`config.mk`:
```
export PLATFORM = sky130hd
export DESIGN_NAME = sme_ram
export DESIGN_NICKNAME = d
export VERILOG_FILES = /design/src/sme_ram.sv
export SDC_FILE = /design/constraint.sdc
export NUM_CORES = 1
export LEC_CHECK = 0
export ABC_AREA = 1
export BUFFER_PORTS_ARGS = -buffer_cell sky130_fd_sc_hd__buf_2
export CORE_MARGIN = 2
export CORE_UTILIZATION = 67
export DETAILED_ROUTE_END_ITERATION = 8
export PLACE_DENSITY = 0.81
export SKIP_CTS_REPAIR_TIMING = 1
export SLEW_MARGIN = 20
export SYNTH_ARGS = -nofsm -noshare
export SYNTH_HDL_FRONTEND = slang
export SYNTH_SLANG_ARGS = --single-unit
```
`constraint.sdc`:
```
create_clock -name clk_i -period 3.3 [get_ports clk_i]
set_input_delay 0.33 -clock clk_i [delete_from_list [all_inputs] [get_ports clk_i]]
set_output_delay 0.33 -clock clk_i [all_outputs]
set_load 0.03 [all_outputs]
```
`src/sme_ram.sv`:
```
// generic single write, single read ram with registered read data
// no dependencies
module sme_ram #(
  parameter int Width = 32,
  parameter int Depth = 16,
  localparam int Aw = (Depth > 1) ? $clog2(Depth) : 1
) (
  input  logic             clk_i,
  input  logic             we_i,
  input  logic [Aw-1:0]    waddr_i,
  input  logic [Width-1:0] wdata_i,
  input  logic             re_i,
  input  logic [Aw-1:0]    raddr_i,
  output logic [Width-1:0] rdata_o
);

  logic [Width-1:0] mem_q [Depth];
  logic [Width-1:0] rdata_q;

  always_ff @(posedge clk_i) begin
    if (we_i) begin
      mem_q[waddr_i] <= wdata_i;
    end
    if (re_i) begin
      rdata_q <= mem_q[raddr_i];
    end
  end

  assign rdata_o = rdata_q;

endmodule

```
After elaboration in Yosys (flattened, before gate mapping)
Memories as Yosys holds them, arrays and structs flattened. A register that Yosys moved wholly into a read port is not among the register bits.
Index checks and enable logic that the tools add are counted.
{ "classes": {"n_mux": 2} }
{ "ops": {"columns": ["op", "count"], "rows": [
  ["$mux 1", 2]
]} }
{ "word_totals": {"register_bits": 0, "ram_bits": 512, "input_bits": 43, "out_inout_bits": 32, "word_cells": 3, "n_memories": 1} }
{ "memory_table": {"columns": ["name", "depth", "width", "read_ports", "rd_clocked_by_memory_dff", "write_ports", "line", "source"], "rows": [
  ["mem_q", 16, 32, 1, 1, 1, "17", "logic [Width-1:0] mem_q [Depth];"]
]} }

Depth between registers and ports, before layout
{ "logic_depth": {"word_depth": 2, "ltp_mapped": 10, "ltp_nobuf": 7} }

Least setup slack after synthesis
No wires, ideal clock.
{ "synth_path": {"path_type": "input to register", "from": "input waddr_i[2]", "to": "memory mem_q[10][0] (enable)", "setup_time_ps": 421, "arrival_time_ps": 1902, "required_ps": 2879, "setup_slack_ps": 977, "stages": 2, "path_buffers": 0, "path_cell_list": "nand3b_1 -> nor2_1"} }
{ "synth_rtl": {"columns": ["item", "line", "source"], "rows": [
  ["from (decl)", "10", "input logic [Aw-1:0] waddr_i,"],
  ["to (decl)", "17", null]
]} }
Straight into the memory's write port.

==> run summary <==
Pin count of the biggest net entering global routing = 157
Setup TNS = 0 ns
CTS tree = built
Clk Latency, worst-skew pair = 0.57 ns
Post-route insts no fill = 2,665
Max Transition Viols Final = 0
# Max-Cap Violations = 0
Cells after DPL = 2,572
Slowest CP cell = inv_4
Crit Path Category = input port to flop
Initial antenna violation count = 0
Ys flop type = edfxtp_1
Vias in the first global route = 15,300
Dpl cell area = 23,900 µm²
Cell with the most instances after synthesis = nand2_1
Asr flop ratio synth = 0%
Worst-margin pin slew = 1.10 ns
CP Max Fanout = 62
Gate Count Post-Synth = 2,120
Finished Cell Area = 25,500 µm²
Worst path top cell family by delay = buffers and inverters
Post-Route Skew = 0.0110 ns
Die Footprint = 35,900 µm²
Hold violation count in the final report = 0
Via count = 15,200
Initial core utilization = 68.4%
DRT Wirelength = 52,500 µm
Drt initial violations = 2,060
RSZ-0062 raised after global routing = no
Post-synth EDFFs = 544
Top cell type by total area after synthesis = edfxtp_1
Net count after synthesis = 2,163
Area share of the largest cell type after synthesis = 70.9%
Final nets = 2,221
Util after Layout = 75.8%
Routed len/inst = 19.7 µm
Total gr overflow = 0
Fillcell total = 2,028
Slew HR = 26.4%
Crit. End Element = flop
Rows = 67
Outcome = completed
Maximum VDD drop = 498 µV
Die width = 189 µm
Vias/cell = 5.71
Post-Syn Area = 23,100 µm²
Die Ht = 189 µm
Post-synthesis sequential area ratio = 70.9%
Delay of the slowest critical-path stage = 0.57 ns
Maximum clock frequency = 0.593 GHz
RePlAce Congestion = 0.800
Power Density = 572 nW/µm²
Post-DP HPWL = 28,100 µm
Post-route ant nets = 0
Reg clk slew, reported paths = 0.06 ns
P_leak = 0.0108 µW
Crit path time final = 1.69 ns
Global-route wire length before repair = 81,900 µm
Io pins = 75
Required time worst endpoint = 3.74 ns
Buf/Inv on CP = 3
Gr usage total = 30.0%
Critical Path Start Type = input port
Clk sinks = 544
Yosys reg bits = 544
Synth top cells by count = 677 x nand2_1, 544 x edfxtp_1, 388 x inv_1
Area Overhead vs Synth = 10.8%
Layout cells sized above 1 = 8.84%
Hold Path Class = input port to flop
I/O Buffers = 74
TritonCTS buffer count = 52
Final worst path period share = 51.1%
CP Data Arrival Time = 2.12 ns
Antenna diodes = 0
Clock Root Buffer = clkbuf_16
Ys Warns = 0
Final setup viols = 0
Longest Clk Path Bufs = 3
Core box area = 33,700 µm²
Most used cell, CP = nand3_1
Syn_area_per_cell = 10.9 µm²
Drt pass-1 iters = 6
Crit-path cells = buf_4, inv_4, buf_4, nand3_1, nand3_1, nand3_1, nand2_1
Synth cell types = 14
H-tree Lvls = 2
Top cells by area, synth = edfxtp_1 71%, nand2_1 11%, nand3_1 8.4%
DRC = 0
## final timing paths
check / depth (start not counted) / endpoint / startpoint / slack, ns
hold reg to reg: 6 / rdata_o[30] / mem_q[10][30] / 0.73
setup / recovery: 7 / rdata_o[12] / raddr_i[1] / 1.61
hold / removal: 1 / mem_q[15][20] / wdata_i[20] / 0.14
setup reg to reg: 6 / rdata_o[3] / mem_q[5][3] / 1.99
## power breakdown
group	leakage [µW]	switching (µW)	total [µW]	internal, µW
Combinational	0.00510	701	946	245
Clock	0.000799	2440	5840	3400
Sequential	0.00494	44.3	7830	7780
## routing by layer
metal	vias to the layer above	GRT usage, %	share of wire (%)
li1	6977	-	-
met1	7156	40.4	37
met2	934	49.0	49
met3	148	5.38	11
met4	0	12.4	3.2
met5	-	0	0
## layout make-up
type | count | area [µm²] | area share (%)
clock buffer | 68 | 1380 | 5.41
clock inverter | 25 | 268 | 1.05
inverter | 390 | 1470 | 5.76
multi-input combinational | 1081 | 4670 | 18.3
sequential | 544 | 16300 | 64.0
tap | 448 | 561 | 2.19
timing repair buffer | 109 | 857 | 3.36
## cell families after synthesis
group	after synthesis	share of synthesized area, %
buffers and inverters	495	9.41
DFF	544	70.9
and+or+nand+nor	1081	19.7
## state kept, by name, summed over array words and instances, names as in the netlist
| register | cells |
|---|---|
| rdata_o | 32 |
| mem_q | 512 |
## worst reg2reg max path: cells and delay by family (launching register included)
kind,cells,cell delay (ns)
and+or+nand+nor,5,0.61
DFF,1,0.37
buffers and inverters,1,0.08
## layout by cell type (no fill, tap or decap)
master      Yosys  layout
buf_4           6      20
clkbuf_1       14      15
clkinv_2        0       7
buf_12          1      14
clkinvlp_4      0       2
inv_2           1       1
edfxtp_1      544     544
nor2_1         17       1
clkinv_1        0      10
clkbuf_16       0      53
bufinv_16       0       6
buf_6          29       1
inv_4           1       1
buf_16          0       2
buf_2          41      72
inv_6           0       1
inv_1         388     387
nor2_4          0      16
nand3b_1        2       2
nand3_1       385     385
nand2_1       677     677
## metrics by stage
step                total power [µW]  setup WS (ns)  hold slack [ns]
floorplan                       8560          0.977            0.429
global placement                8860           1.12            0.704
detailed placement              8900           1.12            0.710
CTS                            14600           1.68            0.114
global route                   15000           1.57            0.129
finish                         14600           1.61            0.137
(Power assumes the default switching activity.)
